$ cat config.mk
export PLATFORM = sky130hd
export DESIGN_NAME = seven_segment_scan_driver
export DESIGN_NICKNAME = d
export VERILOG_FILES = /design/src/hdl/ssd_pkg.sv /design/src/hdl/ssd_front.sv /design/src/hdl/ssd_fifo.sv /design/src/hdl/ssd_back.sv /design/src/hdl/seven_segment_scan_driver.sv
export SDC_FILE = /design/constraint.sdc
export NUM_CORES = 1
export LEC_CHECK = 0
export ABC_AREA = 1
export BUFFER_PORTS_ARGS = -buffer_cell sky130_fd_sc_hd__buf_4
export CELL_PAD_IN_SITES_DETAIL_PLACEMENT = 2
export CELL_PAD_IN_SITES_GLOBAL_PLACEMENT = 2
export CORE_MARGIN = 3
export CORE_UTILIZATION = 34
export DETAILED_ROUTE_END_ITERATION = 8
export GPL_ROUTABILITY_DRIVEN = 0
export PLACE_DENSITY_LB_ADDON = 0.1
export SYNTH_ARGS = -nofsm -noshare
export SYNTH_HDL_FRONTEND = slang
export SYNTH_SLANG_ARGS = --single-unit
$ cat constraint.sdc
create_clock -name clk -period 3.88 [get_ports clk]
set_input_delay 0.776 -clock clk [delete_from_list [all_inputs] [get_ports clk]]
set_output_delay 0.776 -clock clk [all_outputs]
set_load 0.05 [all_outputs]
$ cat src/hdl/ssd_pkg.sv
// Shared types, constants and character encoding for the seven-segment scan driver.
// No dependencies.
`timescale 1ns / 1ps

package ssd_pkg;

	localparam int DigitsDefault = 4;
	localparam int QueueDepth    = 2;
	localparam int PosW          = 2;
	localparam int FrameW        = 16;
	localparam int CharW         = 8;
	localparam int NumChars      = 4;
	localparam int TimeW         = 32;
	localparam int PeriodW       = 16;

	localparam logic [PeriodW-1:0] RefreshReset = 16'd2;
	localparam logic [CharW-1:0]   CharSpace    = 8'h20;
	localparam logic [CharW-1:0]   CharNul      = 8'h00;
	localparam logic [CharW-1:0]   CaseOffset   = 8'h20;

	localparam logic [7:0] Sel0 = 8'hF1;
	localparam logic [7:0] Sel1 = 8'hF2;
	localparam logic [7:0] Sel2 = 8'hF4;
	localparam logic [7:0] Sel3 = 8'hF8;

	typedef struct packed {
		logic [FrameW-1:0] bits;
		logic [PosW-1:0]   pos;
	} frame_t;

	function automatic logic [7:0] sel_code(input logic [PosW-1:0] p);
		logic [7:0] r;
		case (p)
			2'd0:    r = Sel0;
			2'd1:    r = Sel1;
			2'd2:    r = Sel2;
			2'd3:    r = Sel3;
			default: r = Sel0;
		endcase
		return r;
	endfunction

	// segment byte, bit 0 = a ... bit 6 = g, active high
	function automatic logic [7:0] glyph_of(input logic [CharW-1:0] c_in);
		logic [CharW-1:0] c;
		logic [7:0]       g;
		c = (c_in inside {[8'h61:8'h7A]}) ? c_in - CaseOffset : c_in;
		case (c)
			8'h30, 8'h4F: g = 8'h3F; // 0 O
			8'h31, 8'h49: g = 8'h06; // 1 I
			8'h32, 8'h5A: g = 8'h5B; // 2 Z
			8'h33:        g = 8'h4F;
			8'h34:        g = 8'h66;
			8'h35, 8'h53: g = 8'h6D; // 5 S
			8'h36:        g = 8'h7D;
			8'h37:        g = 8'h07;
			8'h38, 8'h42: g = 8'h7F; // 8 B
			8'h39:        g = 8'h6F;
			8'h41:        g = 8'h77; // A
			8'h43:        g = 8'h39; // C
			8'h44:        g = 8'h5E; // D
			8'h45:        g = 8'h79; // E
			8'h46:        g = 8'h71; // F
			8'h48:        g = 8'h76; // H
			8'h4C:        g = 8'h38; // L
			8'h4E:        g = 8'h54; // N
			8'h50:        g = 8'h73; // P
			8'h52:        g = 8'h50; // R
			8'h54:        g = 8'h78; // T
			8'h55:        g = 8'h3E; // U
			8'h2D:        g = 8'h40; // -
			8'h5F:        g = 8'h08; // _
			default:      g = 8'h00;
		endcase
		return g;
	endfunction

endpackage

$ cat src/hdl/ssd_front.sv
// Front end: accepts requests, holds text, timing and scan state, builds frames.
// Depends on ssd_pkg.
`timescale 1ns / 1ps

module ssd_front #(
	parameter int DIGITS = ssd_pkg::DigitsDefault
) (
	input  logic                        clk,
	input  logic                        arst_n,
	input  logic                        cfg_we,
	input  logic [ssd_pkg::PeriodW-1:0] cfg_wdata,
	input  logic                        in_valid,
	output logic                        in_ready,
	input  logic                        in_cmd,
	input  logic [63:0]                 in_data,
	output logic                        push,
	output ssd_pkg::frame_t             push_frame,
	input  logic                        q_full
);

	logic [ssd_pkg::CharW-1:0]   text_q [ssd_pkg::NumChars];
	logic [ssd_pkg::PosW-1:0]    pos_q;
	logic [ssd_pkg::TimeW-1:0]   last_q;
	logic [ssd_pkg::PeriodW-1:0] period_q;

	logic                        acc;
	logic [ssd_pkg::TimeW-1:0]   now_ms;
	logic [ssd_pkg::TimeW-1:0]   elapsed;
	logic                        due;
	logic [ssd_pkg::CharW-1:0]   chr [ssd_pkg::NumChars];
	logic [ssd_pkg::NumChars-1:0] ended;
	logic [ssd_pkg::PosW-1:0]    pos_nxt;

	localparam logic [ssd_pkg::PosW-1:0] LastPos = ssd_pkg::PosW'(DIGITS - 1);

	assign in_ready = !q_full;
	assign acc      = in_valid && in_ready;
	assign now_ms   = in_data[31:0];
	assign elapsed  = now_ms - last_q;
	assign due      = elapsed >= {{(ssd_pkg::TimeW-ssd_pkg::PeriodW){1'b0}}, period_q};
	assign push     = acc && !in_cmd && due;
	assign pos_nxt  = (pos_q == LastPos) ? '0 : pos_q + 1'b1;

	always_comb begin
		for (int k = 0; k < ssd_pkg::NumChars; k++) begin
			chr[k] = in_data[32 + 8*k +: 8];
		end
		// a NUL blanks itself and everything after it
		ended[0] = (chr[0] == ssd_pkg::CharNul);
		for (int k = 1; k < ssd_pkg::NumChars; k++) begin
			ended[k] = ended[k-1] || (chr[k] == ssd_pkg::CharNul);
		end
		push_frame.bits = {~ssd_pkg::glyph_of(text_q[pos_q]), ssd_pkg::sel_code(pos_q)};
		push_frame.pos  = pos_q;
	end

	always_ff @(posedge clk or negedge arst_n) begin
		if (!arst_n) begin
			for (int k = 0; k < ssd_pkg::NumChars; k++) begin
				text_q[k] <= ssd_pkg::CharSpace;
			end
			pos_q    <= '0;
			last_q   <= '0;
			period_q <= ssd_pkg::RefreshReset;
		end else begin
			if (cfg_we) begin
				period_q <= cfg_wdata;
			end
			if (acc && in_cmd) begin
				for (int k = 0; k < ssd_pkg::NumChars; k++) begin
					text_q[k] <= ended[k] ? ssd_pkg::CharSpace : chr[k];
				end
			end
			if (push) begin
				last_q <= now_ms;
				pos_q  <= pos_nxt;
			end
		end
	end

	assert property (@(posedge clk) disable iff (!arst_n)
		push |=> (last_q == $past(now_ms)))
		else $error("refresh time not taken");

	assert property (@(posedge clk) disable iff (!arst_n)
		(acc && in_cmd) |=> $stable(pos_q) && $stable(last_q))
		else $error("text request disturbed scan state");

	assert property (@(posedge clk) disable iff (!arst_n)
		pos_q <= LastPos)
		else $error("scan position out of range");

endmodule

$ cat src/hdl/ssd_fifo.sv
// Short frame queue between front and back ends, flip-flop storage.
// Depends on ssd_pkg.
`timescale 1ns / 1ps

module ssd_fifo (
	input  logic            clk,
	input  logic            arst_n,
	input  logic            push,
	input  ssd_pkg::frame_t wr_frame,
	output logic            full,
	input  logic            pop,
	output logic            rd_valid,
	output ssd_pkg::frame_t rd_frame
);

	localparam int Depth = ssd_pkg::QueueDepth;
	localparam int PtrW  = (Depth > 1) ? $clog2(Depth) : 1;
	localparam int CntW  = $clog2(Depth + 1);
	localparam logic [CntW-1:0] DepthC = CntW'(Depth);
	localparam logic [PtrW-1:0] LastP  = PtrW'(Depth - 1);

	ssd_pkg::frame_t  mem_q [Depth];
	logic [PtrW-1:0]  wp_q;
	logic [PtrW-1:0]  rp_q;
	logic [CntW-1:0]  cnt_q;
	logic             do_pop;

	assign full     = (cnt_q == DepthC);
	assign rd_valid = (cnt_q != '0);
	assign rd_frame = mem_q[rp_q];
	assign do_pop   = pop && rd_valid;

	always_ff @(posedge clk) begin
		if (push) begin
			mem_q[wp_q] <= wr_frame;
		end
	end

	always_ff @(posedge clk or negedge arst_n) begin
		if (!arst_n) begin
			wp_q  <= '0;
			rp_q  <= '0;
			cnt_q <= '0;
		end else begin
			if (push) begin
				wp_q <= (wp_q == LastP) ? '0 : wp_q + 1'b1;
			end
			if (do_pop) begin
				rp_q <= (rp_q == LastP) ? '0 : rp_q + 1'b1;
			end
			case ({push, do_pop})
				2'b10:   cnt_q <= cnt_q + 1'b1;
				2'b01:   cnt_q <= cnt_q - 1'b1;
				default: cnt_q <= cnt_q;
			endcase
		end
	end

	assert property (@(posedge clk) disable iff (!arst_n)
		push |-> !full)
		else $error("push into full queue");

	assert property (@(posedge clk) disable iff (!arst_n)
		cnt_q <= DepthC)
		else $error("queue count overflow");

endmodule

$ cat src/hdl/ssd_back.sv
// Back end: shifts each queued frame out one bit per request, MSB first.
// Depends on ssd_pkg.
`timescale 1ns / 1ps

module ssd_back (
	input  logic                     clk,
	input  logic                     arst_n,
	input  logic                     q_valid,
	input  ssd_pkg::frame_t          q_frame,
	output logic                     pop,
	output logic                     out_valid,
	input  logic                     out_ready,
	output logic                     out_bit,
	output logic [ssd_pkg::PosW-1:0] out_pos,
	output logic                     out_last
);

	localparam int CntW = $clog2(ssd_pkg::FrameW);
	localparam logic [CntW-1:0] LastBit = CntW'(ssd_pkg::FrameW - 1);

	logic [ssd_pkg::FrameW-1:0] shift_q;
	logic [ssd_pkg::PosW-1:0]   pos_q;
	logic [CntW-1:0]            cnt_q;
	logic                       valid_q;
	logic                       fire;

	assign out_valid = valid_q;
	assign out_bit   = shift_q[ssd_pkg::FrameW-1];
	assign out_pos   = pos_q;
	assign out_last  = (cnt_q == LastBit);
	assign fire      = valid_q && out_ready;
	assign pop       = q_valid && (!valid_q || (fire && out_last));

	always_ff @(posedge clk) begin
		if (pop) begin
			shift_q <= q_frame.bits;
			pos_q   <= q_frame.pos;
		end else if (fire) begin
			shift_q <= {shift_q[ssd_pkg::FrameW-2:0], 1'b0};
		end
	end

	always_ff @(posedge clk or negedge arst_n) begin
		if (!arst_n) begin
			valid_q <= 1'b0;
			cnt_q   <= '0;
		end else begin
			if (pop) begin
				valid_q <= 1'b1;
				cnt_q   <= '0;
			end else if (fire) begin
				if (out_last) begin
					valid_q <= 1'b0;
				end else begin
					cnt_q <= cnt_q + 1'b1;
				end
			end
		end
	end

	assert property (@(posedge clk) disable iff (!arst_n)
		(fire && out_last && !q_valid) |=> !out_valid)
		else $error("frame end not released");

	assert property (@(posedge clk) disable iff (!arst_n)
		(fire && !out_last) |=> (out_pos == $past(out_pos)) && out_valid)
		else $error("digit changed inside frame");

	assert property (@(posedge clk) disable iff (!arst_n)
		pop |=> (cnt_q == '0) && out_valid)
		else $error("frame load failed");

endmodule

$ cat src/hdl/seven_segment_scan_driver.sv
// A tick's sixteen-bit refresh frame is queued, then loaded into the bit shifter.
// Throughput: one bit per cycle while m_tready is high, set by the bit shifter;
// the input takes a request every cycle while the two-frame queue has room.
// Set-text and early ticks produce no output. Reset (arst_n, async) blanks the text
// to spaces, zeroes scan position and last refresh time, and sets the period to 2 ms.
`timescale 1ns / 1ps

module seven_segment_scan_driver #(
	parameter int DIGITS = ssd_pkg::DigitsDefault
) (
	input  logic                        clk,
	input  logic                        arst_n,
	input  logic                        cfg_we,
	input  logic [ssd_pkg::PeriodW-1:0] cfg_wdata,
	input  logic                        s_tvalid,
	output logic                        s_tready,
	input  logic [63:0]                 s_tdata,  // now_ms[31:0], char0..char3
	input  logic                        s_tuser,  // command
	output logic                        m_tvalid,
	input  logic                        m_tready,
	output logic [7:0]                  m_tdata,  // serial_bit, digit_index[2:1], zeros
	output logic                        m_tlast   // frame_last
);

	logic                      push;
	ssd_pkg::frame_t           push_frame;
	logic                      q_full;
	logic                      pop;
	logic                      q_valid;
	ssd_pkg::frame_t           q_frame;
	logic                      out_bit;
	logic [ssd_pkg::PosW-1:0]  out_pos;

	ssd_front #(.DIGITS(DIGITS)) u_front (
		.clk        (clk),
		.arst_n     (arst_n),
		.cfg_we     (cfg_we),
		.cfg_wdata  (cfg_wdata),
		.in_valid   (s_tvalid),
		.in_ready   (s_tready),
		.in_cmd     (s_tuser),
		.in_data    (s_tdata),
		.push       (push),
		.push_frame (push_frame),
		.q_full     (q_full)
	);

	ssd_fifo u_fifo (
		.clk      (clk),
		.arst_n   (arst_n),
		.push     (push),
		.wr_frame (push_frame),
		.full     (q_full),
		.pop      (pop),
		.rd_valid (q_valid),
		.rd_frame (q_frame)
	);

	ssd_back u_back (
		.clk       (clk),
		.arst_n    (arst_n),
		.q_valid   (q_valid),
		.q_frame   (q_frame),
		.pop       (pop),
		.out_valid (m_tvalid),
		.out_ready (m_tready),
		.out_bit   (out_bit),
		.out_pos   (out_pos),
		.out_last  (m_tlast)
	);

	assign m_tdata = {5'b0, out_pos, out_bit};

endmodule
==> flow_summary_export.csv <==
group,metric,value,unit
final_layout,regArea,3600,sq um
global_routing,grt_max_degree,62,
die,dieArea,29800,sq um
final_layout,fillers,3210,
sta,fin_crit_sh,0.968,
routing,ant_nets,0,
power,ir_worst_vdd,0.000294,V
routing,drt_pass1_iterations,5,
sta,fin_ws,0.124,ns
yosys,synth_simple_gate_area_frac,0.331,
sta,hold_viol,0,
sta,rsz0062_at_grt,"yes",
clock_network,htree_levels,4,
final_layout,nets,1659,
yosys,muxShareOfSynthArea,0.00119,
setup_path,critPathArrivalTime,4.08,ns
yosys,synthesis.area,9450,sq um
outcome,outcome,"finished clean",
yosys,synth-compound-area-share,0.0731,
placement,post-dp-hpwl,26300,microns
die,die_h,173,microns
die,initial_core_util,0.349,
setup_path,endpoint_kind,"flip-flop",
yosys,synthAdderAreaFrac,0.0856,
global_routing,antenna_found_initial,0,
sta,relSlewSlack,0.400,
yosys,synth_area_leader_cell,"dfrtp_1",
die,num_io_pins,97,
sta,finalSetupViolations,0,
setup_path,r2r_setup_slack,0.14,ns
setup_path,crit_required,4.21,ns
clock_network,insertion_delay,0.44,ns
sta,tightest_slew,0.894,ns
sta,fmax,266,MHz
yosys,ys_ff_latch,135,
yosys,ys.flop_type,"dfrtp_1",
yosys,synth_async_sr_flop_share,0.674,
yosys,syn_area_per_cell,6.96,sq um
run,max_cap_violations,0,
setup_path,r2r_end,"u_fifo.cnt_q[1]$_DFFE_PN0P_",
setup_path,crit_fanout,5,
yosys,synth.top_cell.area_share,0.228,
routing,routedWlPerCell,18.3,microns
die,coreArea,27100,sq um
yosys,yosysWarnings,0,
power,power,10100,uW
setup_path,reg2regPathDepth,24,
placement,post-place-ws,-0.360,ns
yosys,synthXorXnorAreaFrac,0.0167,
final_layout,antenna_cells,0,
global_routing,grt_overflow_total,0,
clock_network,cts_tree,"yes",
sta,slew_violations,0,
final_layout,multi_input_area,4990,sq um
yosys,synthCells,1358,
routing,vias,9391,
clock_network,cts_buffers,17,
final_layout,area_delta_synth_final,24.4,%
placement,port_buffers,91,
sta,period_minus_slack,3.76,ns
final_layout,drive_gt1_frac,0.170,
die,num_rows,60,
clock_network,clock_path_buffers,2,
routing,via_per_inst,4.96,
setup_path,reg2reg_from,"u_front.last_q[9]$_DFFE_PN0P_",
routing,drt_iter0_markers,428,
global_routing,track_usage,0.232,
global_routing,grt_pass1_vias,10545,
die,fp.dieW,173,microns
sta,finClkSkew,0.0150,ns
clock_network,clk_pin_slew,0.07,ns
routing,drc,0,
clock_network,clk_root_buffer_cell,"clkbuf_16",
setup_path,crit_type,"input pin to flip-flop",
yosys,synth_top_family_by_area,"simple AND/OR/NAND/NOR gates",
yosys,yosysSeqAreaShare,0.382,
routing,wl,34700,microns
global_routing,grt_pass1_wl,55900,microns
clock_network,cts_hold_buf,0,
power,cellPowerDensity,857,nW/um^2
yosys,synth.distinct_cells,48,
yosys,synth_area_leaders,"dfrtp_1, nand2_1, edfxtp_1, inv_1, ha_1",
setup_path,start_kind,"input pin",
worst_hold_path,hp-class,"input pin to asynchronous set/reset pin",
clock_network,clock-sinks,135,
yosys,synth_edf_count,44,
power,p_leak,0.00623,uW
-- how the worst max path moves through the flow --
stage                                              start                            end  slack, ns  cells past startpoint
after floorplan                               s_tdata[0]    u_fifo.cnt_q[1]$_DFFE_PN0P_       0.06                     24
after CTS                  u_front.last_q[9]$_DFFE_PN0P_    u_fifo.cnt_q[1]$_DFFE_PN0P_       0.02                     24
after global placement                        s_tdata[8]   u_fifo.mem_q[1][5]$_DFFE_PP_      -0.08                     22
after detailed placement                      s_tdata[7]    u_fifo.cnt_q[1]$_DFFE_PN0P_      -0.36                     23
final                                         s_tdata[3]    u_fifo.cnt_q[1]$_DFFE_PN0P_       0.12                     26
after global routing      u_front.last_q[10]$_DFFE_PN0P_  u_front.last_q[9]$_DFFE_PN0P_      -0.17                     23
-- final cells by class --
type / count / share of cell area
clock inverters: 14 / 0.0126
inverters: 223 / 0.0712
flip-flops and latches: 135 / 0.307
repair buffers: 167 / 0.108
well taps: 372 / 0.0396
clock buffers: 18 / 0.0374
multi-input cells: 965 / 0.425
-- per-stage QoR --
| stage | cells | cell area (sq um) | setup TNS (ns) | hold WS [ns] | util |
|---|---|---|---|---|---|
| after floorplan | 1362 | 9470 | 0 | 0.442 | - |
| after global placement | 1859 | 11000 | -1.10 | 0.454 | 0.405 |
| after detailed placement | 1859 | 11000 | -14.97 | 0.459 | 0.405 |
| after CTS | 1891 | 11600 | 0 | 0.471 | 0.427 |
| after global routing | 1894 | 11800 | -4.38 | 0.500 | 0.434 |
| final | 1894 | 11800 | 0 | 0.432 | 0.434 |
-- cell usage after synthesis (13+ instances only) --
library cell,count
nor3_1,13
a31oi_1,13
inv_1,219
nor2_1,84
nand2_1,506
ha_1,63
xor2_1,15
edfxtp_1,44
o21ai_0,54
clkbuf_1,19
a21oi_1,37
nand3_1,105
dfrtp_1,86
-- worst max-delay path, cell delays in order --
cell,delay (ns)
buf_4,0.11
ha_1,0.36
nand2_2,0.11
nor2_1,0.17
nand2_1,0.09
nand2_1,0.11
xor2_1,0.18
ha_1,0.28
nand2_1,0.10
inv_1,0.05
nor2_1,0.13
o21a_1,0.17
nand2_1,0.07
nand2_1,0.07
nand2_1,0.08
nand2_1,0.08
nand3_1,0.07
nor2_1,0.10
nand2_1,0.07
nor2_2,0.12
nand2_4,0.10
nand2_8,0.08
ha_1,0.24
a21oi_1,0.13
o21ai_1,0.10
xnor2_1,0.13
-- metal layers --
metal | global-route usage | vias up | part of all wire
met5 | 0 | - | 0
met4 | 0.0757 | 0 | 0.022
met3 | 0.0270 | 44 | 0.022
met2 | 0.399 | 144 | 0.49
met1 | 0.305 | 4635 | 0.47
li1 | - | 4568 | -
-- report_power, final --
group	total (uW)	leakage [uW]	internal, uW	switching (uW)
Combinational	6030	0.00443	2130	3900
Clock	1670	0.000283	876	795
Sequential	2370	0.00152	2080	288
Total	10100	0.00623	5090	4980
-- placed cells by master, fill, tap and decap left out, types with 4 or more instances in the layout --
cell and count:
clkbuf_16 17, nand2_1 498, nand3_1 102, nand4_1 9
a31oi_1 13, o21ai_0 53, and2_1 6, a32oi_1 4
nor3_1 12, nor2_2 10, nand2_2 7, dfstp_2 5
ha_1 54, dfrtp_1 86, or2_2 8, nor4_1 8
inv_1 219, xor2_1 15, conb_1 5, nor2_1 76
inv_6 4, inv_8 5, ha_4 7, a21oi_1 36
edfxtp_1 44, buf_4 166
-- logic make-up (layout without fill, tap and decap cells) --
family / after synthesis / after routing
AND/OR/NAND/NOR: 754 / 754
buffers and inverters: 262 / 422
flip-flops: 135 / 135
AO/OA/AOI/OAI: 123 / 123
adder cells (fa/ha/maj): 64 / 64
XOR/XNOR: 18 / 18
other: 1 / 5
multiplexers: 1 / 1
-- sequential cells by signal, summed over array words and instances, names as in the netlist --
name,count
u_front.last_q,32
u_fifo.rp_q,1
u_back.shift_q,16
u_back.out_pos,2
u_fifo.cnt_q,2
u_fifo.mem_q,26
u_back.cnt_q,4
u_front.period_q,16
u_front.text_q,32
u_back.out_valid,1
u_front.pos_q,2
u_fifo.wp_q,1
-- repair_timing --
item,4_1_cts,5_1_grt
buffers inserted,0,3
hold endpoints to repair,0,0
resized for setup,0,34
endpoints found under the setup margin,0,62
(Power assumes the default switching activity.)
